## config.mk

```make
export PLATFORM = sky130hd
export DESIGN_NAME = ble_advert_device_table_tracker
export DESIGN_NICKNAME = d
export VERILOG_FILES = /design/src/rtl/badt_pkg.sv /design/src/rtl/badt_ram.sv /design/src/rtl/badt_history.sv /design/src/rtl/ble_advert_device_table_tracker.sv
export SDC_FILE = /design/constraint.sdc
export NUM_CORES = 2
export LEC_CHECK = 0
export BUFFER_PORTS_ARGS = -buffer_cell sky130_fd_sc_hd__buf_2
export CORE_MARGIN = 3
export CORE_UTILIZATION = 40
export CTS_BUF_LIST = sky130_fd_sc_hd__clkbuf_8
export DETAILED_ROUTE_END_ITERATION = 10
export GPL_TIMING_DRIVEN = 0
export HOLD_SLACK_MARGIN = 0.15
export PLACE_DENSITY_LB_ADDON = 0.12
export SLEW_MARGIN = 20
export SYNTH_ARGS = -nofsm -noshare
export SYNTH_HDL_FRONTEND = slang
export SYNTH_HIERARCHICAL = 1
export SYNTH_SLANG_ARGS = --single-unit
```

## constraint.sdc

```tcl
create_clock -name clk -period 6.1 [get_ports clk]
set_clock_uncertainty 0.15 [all_clocks]
set_input_delay 0.61 -clock clk [delete_from_list [all_inputs] [get_ports clk]]
set_output_delay 0.61 -clock clk [all_outputs]
set_load 0.01 [all_outputs]
```

## src/rtl/badt_pkg.sv

```systemverilog
// Shared types and constants for the advertising device table tracker.
package badt_pkg;

  localparam int ADDR_W    = 48;
  localparam int CFG_IDX_W = 2;

  localparam logic signed [7:0] LEVEL_INIT_MAX = -8'sd127;

  localparam logic [CFG_IDX_W-1:0] REG_TRACKING_MODE  = 2'd0;
  localparam logic [CFG_IDX_W-1:0] REG_TARGET_ADDRESS = 2'd1;

  typedef enum logic [1:0] {
    OP_REPORT    = 2'd0,
    OP_CLEAR     = 2'd1,
    OP_READ_TBL  = 2'd2,
    OP_READ_HIST = 2'd3
  } op_t;

  typedef enum logic [2:0] {
    STAT_UPDATED  = 3'd0,
    STAT_INSERTED = 3'd1,
    STAT_DROPPED  = 3'd2,
    STAT_IGNORED  = 3'd3,
    STAT_SAMPLE   = 3'd4,
    STAT_CLEARED  = 3'd5,
    STAT_READ_OK  = 3'd6,
    STAT_READ_OOR = 3'd7
  } status_t;

  typedef enum logic [2:0] {
    S_IDLE,
    S_EXEC,
    S_SCAN,
    S_READ_TBL,
    S_READ_HIST
  } state_t;

  typedef struct packed {
    op_t                opcode;
    logic [ADDR_W-1:0]  device_address;
    logic signed [7:0]  signal_level;
    logic [1:0]         addr_kind;
    logic [6:0]         read_index;
  } in_item_t;

  typedef struct packed {
    status_t            status;
    logic [6:0]         entry_index;
    logic [ADDR_W-1:0]  entry_address;
    logic signed [7:0]  entry_level;
    logic [1:0]         entry_kind;
    logic [5:0]         devices_held;
    logic signed [7:0]  current_level;
    logic signed [7:0]  lowest_level;
    logic signed [7:0]  highest_level;
    logic [7:0]         samples_held;
  } out_item_t;

  // per-item part of the result; the statistics are taken live from their registers
  typedef struct packed {
    status_t            status;
    logic [6:0]         entry_index;
    logic [ADDR_W-1:0]  entry_address;
    logic signed [7:0]  entry_level;
    logic [1:0]         entry_kind;
  } res_t;

  typedef struct packed {
    logic [ADDR_W-1:0]  addr;
    logic signed [7:0]  level;
    logic [1:0]         kind;
  } tbl_entry_t;

  typedef struct packed {
    logic               clear;
    logic               sample;
    logic signed [7:0]  level;
  } stats_ctl_t;

  typedef struct packed {
    logic [6:0]         ring_pos;
    logic [7:0]         ring_fill;
    logic signed [7:0]  latest;
    logic signed [7:0]  lowest;
    logic signed [7:0]  highest;
  } stats_t;

endpackage

```

## src/rtl/badt_ram.sv

```systemverilog
// Generic single-write, single-read RAM with registered read data.
module badt_ram #(
  parameter int WIDTH = 8,
  parameter int DEPTH = 32
) (
  input  logic                     clk,
  input  logic                     we,
  input  logic [$clog2(DEPTH)-1:0] waddr,
  input  logic [WIDTH-1:0]         wdata,
  input  logic [$clog2(DEPTH)-1:0] raddr,
  output logic [WIDTH-1:0]         rdata
);

  logic [WIDTH-1:0] mem [DEPTH];

  always_ff @(posedge clk) begin
    if (we) begin
      mem[waddr] <= wdata;
    end
    rdata <= mem[raddr];
  end

endmodule

```

## src/rtl/badt_history.sv

```systemverilog
// Target RSSI history ring and min/max/current tracking statistics.
module badt_history #(
  parameter int HISTORY_DEPTH = 128
) (
  input  logic                             clk,
  input  logic                             rst_n,
  input  badt_pkg::stats_ctl_t             ctl,
  input  logic [$clog2(HISTORY_DEPTH)-1:0] rd_addr,
  output logic signed [7:0]                rd_level,
  output badt_pkg::stats_t                 stats
);

  localparam int HIDX_W  = $clog2(HISTORY_DEPTH);
  localparam int HFILL_W = $clog2(HISTORY_DEPTH + 1);

  logic [HIDX_W-1:0]  pos_r, pos_nxt;
  logic [HFILL_W-1:0] fill_r, fill_nxt;
  logic signed [7:0]  latest_r, latest_nxt;
  logic signed [7:0]  min_r, min_nxt;
  logic signed [7:0]  max_r, max_nxt;
  logic [7:0]         rd_bits;

  always_comb begin
    pos_nxt    = pos_r;
    fill_nxt   = fill_r;
    latest_nxt = latest_r;
    min_nxt    = min_r;
    max_nxt    = max_r;
    if (ctl.clear) begin
      pos_nxt    = '0;
      fill_nxt   = '0;
      latest_nxt = ctl.level;
      min_nxt    = '0;
      max_nxt    = badt_pkg::LEVEL_INIT_MAX;
    end else if (ctl.sample) begin
      latest_nxt = ctl.level;
      pos_nxt    = (pos_r == HIDX_W'(HISTORY_DEPTH - 1)) ? '0 : pos_r + 1'b1;
      if (fill_r != HFILL_W'(HISTORY_DEPTH)) begin
        fill_nxt = fill_r + 1'b1;
      end
      if (ctl.level < min_r) begin
        min_nxt = ctl.level;
      end
      if (ctl.level > max_r) begin
        max_nxt = ctl.level;
      end
    end
  end

  always_ff @(posedge clk) begin
    if (!rst_n) begin
      pos_r    <= '0;
      fill_r   <= '0;
      latest_r <= '0;
      min_r    <= '0;
      max_r    <= badt_pkg::LEVEL_INIT_MAX;
    end else begin
      pos_r    <= pos_nxt;
      fill_r   <= fill_nxt;
      latest_r <= latest_nxt;
      min_r    <= min_nxt;
      max_r    <= max_nxt;
    end
  end

  badt_ram #(
    .WIDTH (8),
    .DEPTH (HISTORY_DEPTH)
  ) u_ring (
    .clk   (clk),
    .we    (ctl.sample && !ctl.clear),
    .waddr (pos_r),
    .wdata (ctl.level),
    .raddr (rd_addr),
    .rdata (rd_bits)
  );

  assign rd_level        = rd_bits;
  assign stats.ring_pos  = 7'(pos_r);
  assign stats.ring_fill = 8'(fill_r);
  assign stats.latest    = latest_r;
  assign stats.lowest    = min_r;
  assign stats.highest   = max_r;

endmodule

```

## src/rtl/ble_advert_device_table_tracker.sv

```systemverilog
// Top level: device table search engine, config registers and result register.
// Flow: start moves the FSM to S_EXEC, which sets the result for clear, tracking reports and
// out-of-range reads; in-range reads set it in S_READ_TBL or S_READ_HIST; a scan-mode report walks
// the table one entry per cycle over the RAM read port in S_SCAN. The result strobe is registered.
// A new start is taken in the cycle the result strobe is high; one item at a time, no stalls.
// Synchronous active-low reset empties the table and ring; no RAM clearing pass.
module ble_advert_device_table_tracker #(
  parameter int TABLE_ENTRIES = 32,
  parameter int HISTORY_DEPTH = 128
) (
  input  logic                                 clk,
  input  logic                                 rst_n,
  input  logic                                 start,
  output logic                                 busy,
  input  badt_pkg::in_item_t                   in_data,
  output logic                                 out_valid,
  output badt_pkg::out_item_t                  out_data,
  input  logic                                 cfg_valid,
  output logic                                 cfg_ready,
  input  logic [badt_pkg::CFG_IDX_W-1:0]       cfg_index,
  input  logic [badt_pkg::ADDR_W-1:0]          cfg_data
);

  localparam int IDX_W  = $clog2(TABLE_ENTRIES);
  localparam int CNT_W  = $clog2(TABLE_ENTRIES + 1);
  localparam int HIDX_W = $clog2(HISTORY_DEPTH);
  localparam int TBL_W  = $bits(badt_pkg::tbl_entry_t);

  badt_pkg::state_t   state_r, state_nxt;
  badt_pkg::in_item_t req_r;
  badt_pkg::res_t     res_r, res_nxt;
  logic               out_valid_r, res_vld;

  logic                         mode_r;
  logic [badt_pkg::ADDR_W-1:0]  target_r;
  logic [CNT_W-1:0]             tfill_r, tfill_nxt;
  logic [CNT_W-1:0]             scan_idx_r, scan_idx_nxt;
  logic                         cmp_vld_r, cmp_vld_nxt;
  logic [IDX_W-1:0]             cmp_idx_r, cmp_idx_nxt;

  logic                         tbl_we;
  logic [IDX_W-1:0]             tbl_waddr, tbl_raddr;
  badt_pkg::tbl_entry_t         tbl_wr, tbl_rd;
  logic [TBL_W-1:0]             tbl_rdata;

  badt_pkg::stats_ctl_t         sctl;
  badt_pkg::stats_t             stats;
  logic [HIDX_W-1:0]            hist_raddr;
  logic signed [7:0]            hist_level;

  assign busy      = (state_r != badt_pkg::S_IDLE);
  assign cfg_ready = 1'b1;
  assign tbl_rd    = tbl_rdata;

  always_ff @(posedge clk) begin
    if (!rst_n) begin
      mode_r   <= 1'b0;
      target_r <= '0;
    end else if (cfg_valid) begin
      if (cfg_index == badt_pkg::REG_TRACKING_MODE) begin
        mode_r <= cfg_data[0];
      end else if (cfg_index == badt_pkg::REG_TARGET_ADDRESS) begin
        target_r <= cfg_data;
      end
    end
  end

  always_comb begin
    state_nxt    = state_r;
    tfill_nxt    = tfill_r;
    scan_idx_nxt = scan_idx_r;
    cmp_vld_nxt  = 1'b0;
    cmp_idx_nxt  = cmp_idx_r;
    tbl_we       = 1'b0;
    tbl_waddr    = cmp_idx_r;
    tbl_wr       = '{addr: req_r.device_address, level: req_r.signal_level,
                     kind: req_r.addr_kind};
    tbl_raddr    = scan_idx_r[IDX_W-1:0];
    hist_raddr   = req_r.read_index[HIDX_W-1:0];
    sctl         = '{clear: 1'b0, sample: 1'b0, level: req_r.signal_level};
    res_vld      = 1'b0;
    res_nxt      = '{status: badt_pkg::STAT_IGNORED, entry_index: '0, entry_address: '0,
                     entry_level: '0, entry_kind: '0};

    case (state_r)
      badt_pkg::S_IDLE: begin
        if (start) begin
          state_nxt = badt_pkg::S_EXEC;
        end
      end

      badt_pkg::S_EXEC: begin
        state_nxt = badt_pkg::S_IDLE;
        case (req_r.opcode)
          badt_pkg::OP_REPORT: begin
            if (mode_r) begin
              res_vld = 1'b1;
              if (req_r.device_address == target_r) begin
                sctl.sample         = 1'b1;
                res_nxt.status      = badt_pkg::STAT_SAMPLE;
                res_nxt.entry_index = stats.ring_pos;
              end
            end else begin
              scan_idx_nxt = '0;
              state_nxt    = badt_pkg::S_SCAN;
            end
          end
          badt_pkg::OP_CLEAR: begin
            tfill_nxt      = '0;
            sctl.clear     = 1'b1;
            res_vld        = 1'b1;
            res_nxt.status = badt_pkg::STAT_CLEARED;
          end
          badt_pkg::OP_READ_TBL: begin
            if (8'(req_r.read_index) < 8'(tfill_r)) begin
              tbl_raddr = req_r.read_index[IDX_W-1:0];
              state_nxt = badt_pkg::S_READ_TBL;
            end else begin
              res_vld             = 1'b1;
              res_nxt.status      = badt_pkg::STAT_READ_OOR;
              res_nxt.entry_index = req_r.read_index;
            end
          end
          badt_pkg::OP_READ_HIST: begin
            if (8'(req_r.read_index) < stats.ring_fill) begin
              state_nxt = badt_pkg::S_READ_HIST;
            end else begin
              res_vld             = 1'b1;
              res_nxt.status      = badt_pkg::STAT_READ_OOR;
              res_nxt.entry_index = req_r.read_index;
            end
          end
          default: ;
        endcase
      end

      // one read issued per cycle; the compare runs in the cycle after the read
      badt_pkg::S_SCAN: begin
        if (cmp_vld_r && (tbl_rd.addr == req_r.device_address)) begin
          tbl_we              = 1'b1;
          tbl_wr.addr         = tbl_rd.addr;
          tbl_wr.kind         = tbl_rd.kind;
          res_vld             = 1'b1;
          res_nxt.status      = badt_pkg::STAT_UPDATED;
          res_nxt.entry_index = 7'(cmp_idx_r);
          state_nxt           = badt_pkg::S_IDLE;
        end else if (scan_idx_r < tfill_r) begin
          scan_idx_nxt = scan_idx_r + 1'b1;
          cmp_vld_nxt  = 1'b1;
          cmp_idx_nxt  = scan_idx_r[IDX_W-1:0];
        end else begin
          res_vld   = 1'b1;
          state_nxt = badt_pkg::S_IDLE;
          if (tfill_r < CNT_W'(TABLE_ENTRIES)) begin
            tbl_we              = 1'b1;
            tbl_waddr           = tfill_r[IDX_W-1:0];
            tfill_nxt           = tfill_r + 1'b1;
            res_nxt.status      = badt_pkg::STAT_INSERTED;
            res_nxt.entry_index = 7'(tfill_r);
          end else begin
            res_nxt.status = badt_pkg::STAT_DROPPED;
          end
        end
      end

      badt_pkg::S_READ_TBL: begin
        res_vld               = 1'b1;
        res_nxt.status        = badt_pkg::STAT_READ_OK;
        res_nxt.entry_index   = req_r.read_index;
        res_nxt.entry_address = tbl_rd.addr;
        res_nxt.entry_level   = tbl_rd.level;
        res_nxt.entry_kind    = tbl_rd.kind;
        state_nxt             = badt_pkg::S_IDLE;
      end

      badt_pkg::S_READ_HIST: begin
        res_vld             = 1'b1;
        res_nxt.status      = badt_pkg::STAT_READ_OK;
        res_nxt.entry_index = req_r.read_index;
        res_nxt.entry_level = hist_level;
        state_nxt           = badt_pkg::S_IDLE;
      end

      default: begin
        state_nxt = badt_pkg::S_IDLE;
      end
    endcase
  end

  always_ff @(posedge clk) begin
    if (!rst_n) begin
      state_r     <= badt_pkg::S_IDLE;
      tfill_r     <= '0;
      scan_idx_r  <= '0;
      cmp_vld_r   <= 1'b0;
      out_valid_r <= 1'b0;
    end else begin
      state_r     <= state_nxt;
      tfill_r     <= tfill_nxt;
      scan_idx_r  <= scan_idx_nxt;
      cmp_vld_r   <= cmp_vld_nxt;
      out_valid_r <= res_vld;
    end
  end

  always_ff @(posedge clk) begin
    if (start && !busy) begin
      req_r <= in_data;
    end
    if (res_vld) begin
      res_r <= res_nxt;
    end
    cmp_idx_r <= cmp_idx_nxt;
  end

  // items run strictly one after another, so a table write never meets a read
  // of the same entry in flight
  badt_ram #(
    .WIDTH (TBL_W),
    .DEPTH (TABLE_ENTRIES)
  ) u_table (
    .clk   (clk),
    .we    (tbl_we),
    .waddr (tbl_waddr),
    .wdata (tbl_wr),
    .raddr (tbl_raddr),
    .rdata (tbl_rdata)
  );

  badt_history #(
    .HISTORY_DEPTH (HISTORY_DEPTH)
  ) u_history (
    .clk      (clk),
    .rst_n    (rst_n),
    .ctl      (sctl),
    .rd_addr  (hist_raddr),
    .rd_level (hist_level),
    .stats    (stats)
  );

  // statistics registers settle at the same edge that raises the strobe
  assign out_valid              = out_valid_r;
  assign out_data.status        = res_r.status;
  assign out_data.entry_index   = res_r.entry_index;
  assign out_data.entry_address = res_r.entry_address;
  assign out_data.entry_level   = res_r.entry_level;
  assign out_data.entry_kind    = res_r.entry_kind;
  assign out_data.devices_held  = 6'(tfill_r);
  assign out_data.current_level = stats.latest;
  assign out_data.lowest_level  = stats.lowest;
  assign out_data.highest_level = stats.highest;
  assign out_data.samples_held  = stats.ring_fill;

`ifndef SYNTHESIS
  a_single_strobe: assert property (@(posedge clk) disable iff (!rst_n)
    out_valid |=> !out_valid)
    else $error("result strobe held for more than one cycle");

  a_done_has_result: assert property (@(posedge clk) disable iff (!rst_n)
    $fell(busy) |-> out_valid)
    else $error("item finished without a result");

  a_fill_bound: assert property (@(posedge clk) disable iff (!rst_n)
    tfill_r <= CNT_W'(TABLE_ENTRIES))
    else $error("table fill beyond table size");

  a_sample_counted: assert property (@(posedge clk) disable iff (!rst_n)
    (out_valid && out_data.status == badt_pkg::STAT_SAMPLE) |-> out_data.samples_held != 8'd0)
    else $error("target sample not counted in ring fill");
`endif

endmodule

```

==> impl_metrics.env <==
export IMPL_worstPathRequired_ns=6.75
export IMPL_holdPathStages=5
export IMPL_synth_mux_area_frac=0.139
export IMPL_synthFlopType="edfxtp_1"
export IMPL_drc=0
export IMPL_gp_congestion=0.827
export IMPL_finalNetCount=8165
export IMPL_syn_area_sq_um=124000
export IMPL_drt_iter0_drc=6956
export IMPL_worst_skew_pair_late_latency_ns=1.17
export IMPL_final_cells=12571
export IMPL_synth_area_per_cell_sq_um=18.4
export IMPL_cts_path_max_buffers=4
export IMPL_start_util=0.402
export IMPL_htree_levels=6
export IMPL_whs_ns=0.266
export IMPL_crit_slowest_cell="xnor2_2"
export IMPL_hold_viol=0
export IMPL_coreArea_sq_um=309000
export IMPL_grt_pass1_wl_microns=528000
export IMPL_cap_violations=0
export IMPL_wirelength_microns=382000
export IMPL_grt_start_max_net_pins=33
export IMPL_seq_area_frac_synth=0.757
export IMPL_clock_fmax_mhz=167
export IMPL_synth_fa_ha_area_frac=0.00362
export IMPL_synth_compound_area_frac=0.0380
export IMPL_placedCellCount=11290
export IMPL_synth_cell_types=73
export IMPL_grt_usage=0.235
export IMPL_synthesis_nets=6916
export IMPL_vias=69550
export IMPL_cpPeakStageDelay_ns=0.67
export IMPL_async_reset_ff_frac=0
export IMPL_yosysTopAreaCell="edfxtp_1"
export IMPL_synth_area_leaders="edfxtp_1 73%, mux2i_1 7.6%, mux4_2 6.1%"
export IMPL_cts_sinks=3191
export IMPL_p_per_area_nw_per_um2=304
export IMPL_synth_top_family_by_area="multiplexers"
export IMPL_reg2reg_depth=13
export IMPL_syn_inst=6759
export IMPL_synth_xor_area_frac=0.00698
export IMPL_synthSimpleGateAreaFrac=0.0368
export IMPL_portBuffers=228
export IMPL_crit_top_cell="buf_12"
export IMPL_rows=204
export IMPL_grt_ovfl_total=0
export IMPL_avgRoutedWirePerCell_microns=30.3
export IMPL_outcome="finished, final reports clean"
export IMPL_dp_hpwl_microns=263000
export IMPL_antenna_found_initial=35
export IMPL_die_h_microns=563
export IMPL_areaGrowthSynthToFinish_pct=19.2
export IMPL_die_x_microns=563
export IMPL_yosys_warnings=6
export IMPL_cts_tree="done"
export IMPL_slew_violations=0
export IMPL_slew_headroom=0.211
export IMPL_endpoint_kind="flop"
export IMPL_max_slew_worst_pin_slew_ns=1.18
export IMPL_ios=230
export IMPL_path_clk_slew_ns=0.07
export IMPL_crit_type="reg -> reg"
export IMPL_synth_edf_count=3020
export IMPL_cp_start_kind="flop"
export IMPL_cts_root_buf="clkbuf_8"
export IMPL_grt_pass1_vias=69623
export IMPL_ant_nets=0
export IMPL_finalCritPeriodShare=0.980
export IMPL_via_per_inst=5.53
export IMPL_path_cells="xnor2_2, nand4_1, nor4_1, nand4_1, buf_4, or2_2, a21oi_1, or3b_2, clkbuf_1, nor2_4, buf_12, buf_12, buf_12"
export IMPL_min_path_type="in -> reg"
export IMPL_ys_seq_elements=3191
export IMPL_layout_min_cycle_time_ns=5.98
export IMPL_cts_made_buffers=541
export IMPL_final_util=0.479
export IMPL_crit_path_max_fanout=20
export IMPL_synth_top_area_frac=0.730
export IMPL_finalSetupViolCount=0
export IMPL_drive_gt1_frac=0.224
export IMPL_rsz0062_at_grt="false"
export IMPL_leakagePower_nw=48.1
export IMPL_worstPathArrival_ns=6.63
export IMPL_dieArea_sq_um=317000
export IMPL_drt_pass1_iter_count=6
export IMPL_worst_ir_drop_vdd_v=0.000200
final timing paths:
| path | from | to | slack, ns |
|---|---|---|---|
| setup reg to reg | req_r[32]$_DFFE_PP_ | u_table/mem[0][5]$_DFFE_PP_ | 0.12 |
| hold / removal | cfg_valid | target_r[43]$_SDFFE_PN0P_ | 0.27 |
| setup / recovery | req_r[32]$_DFFE_PP_ | u_table/mem[0][5]$_DFFE_PP_ | 0.12 |
| hold reg to reg | u_history/latest_r[2]$_SDFFE_PN0P_ | u_history/latest_r[2]$_SDFFE_PN0P_ | 0.32 |
routing by layer:
metal  up-vias  wire length [microns]  GRT usage
li1      29515                      -          -
met1     36905                 170000      0.344
met2      2609                 174000      0.361
met3       519                  28200     0.0463
met4         2                   8600     0.0614
met5         -                     19          0
power breakdown:
group | leakage [nW] | internal [W] | switching, W | total [W]
Combinational | 13.6 | 0.00118 | 0.00184 | 0.00302
Clock | 5.82 | 0.00899 | 0.00875 | 0.0177
Sequential | 28.6 | 0.0241 | 0.000148 | 0.0243
Total | 48.1 | 0.0343 | 0.0107 | 0.0450
synth_stat cells (all sizes together) (3+ instances only):
master	instances
edfxtp	3020
mux2i	948
nand2	344
mux4	336
buf	219
nor2	200
nand3	197
a21oi	193
clkbuf	188
a22oi	182
dfxtp	171
a22o	125
nor3	77
a31oi	63
xnor2	61
a21boi	57
and2	53
inv	53
xor2	38
ha	36
o21ai	31
nand4	29
nand2b	17
mux2	16
nor2b	13
nor4	12
or3	11
nor3b	8
nand3b	7
o211ai	5
and3	4
a211oi	3
a221oi	3
o2111ai	3
o21bai	3
or2	3
or3b	3
sequential cells by signal (all words and copies together) (netlist names), 48 cells and up:
register / count
out_data: 68
req_r: 60
target_r: 48
u_history/u_ring/mem: 1024
u_table/mem: 1856
u_table/rdata: 58
cells by family (layout without fill, tap and decap cells):
logic type / Yosys count / count (layout)
buffers and inverters: 460 / 2141
DFF: 3191 / 3191
AOI/OAI and AO/OA: 684 / 684
other: 1 / 11
adders and majority gates: 36 / 36
muxes: 1300 / 1300
and+or+nand+nor: 988 / 989
xor gates and xnor gates: 99 / 99
final cells by class:
type | count | area [sq um]
fillers | 25964 | 161000
inverters | 53 | 199
diodes | 10 | 25.0
flip-flops and latches | 3191 | 94100
repair buffers | 708 | 7690
plain buffers | 404 | 2260
multi-input cells | 3109 | 28700
well taps | 4120 | 5150
clock buffers | 571 | 7860
clock inverters | 405 | 2090
critical path: cells and delay by family (launching register included):
| family | cells | cell delay, ns |
|---|---|---|
| AOI/OAI and AO/OA | 1 | 0.50 |
| DFF | 1 | 0.49 |
| buffers and inverters | 5 | 1.26 |
| and+or+nand+nor | 6 | 2.44 |
| xor gates and xnor gates | 1 | 0.67 |
cells in the final DEF (no fill, tap or decap), drive strengths merged, types with 182 or more instances in the layout:
master | Yosys | final
nand3 | 197 | 197
mux4 | 336 | 336
nand2 | 344 | 344
buf | 219 | 661
a21oi | 193 | 193
clkbuf | 188 | 760
edfxtp | 3020 | 3020
nor2 | 200 | 200
inv | 53 | 287
mux2i | 948 | 948
dlygate4sd3 | 0 | 262
a22oi | 182 | 182
metrics by stage:
stage | TNS [ns] | setup WS [ns] | total power (W) | area (sq um)
6_report | 0 | 0.124 | 0.0450 | 148000
5_1_grt | 0 | 0.0332 | 0.0466 | 148000
4_1_cts | 0 | 0.00436 | 0.0455 | 148000
3_5_place_dp | -2881.66 | -2.52 | 0.0276 | 135000
3_3_place_gp | - | -6.15 | 0.0275 | 131000
2_1_floorplan | 0 | 0.349 | 0.0263 | 124000
repair_timing:
| action | in CTS | in global routing |
|---|---|---|
| hold endpoints to repair | 177 | 0 |
| cloned | 0 | 1 |
| resized for setup | 152 | 18 |
| setup buffers | 14 | 21 |
| hold buffers | 262 | 0 |
| pin swaps | 6 | 5 |
| endpoints found under the setup margin | 2878 | 431 |
Note: power is estimated with default switching activity, not from simulation.
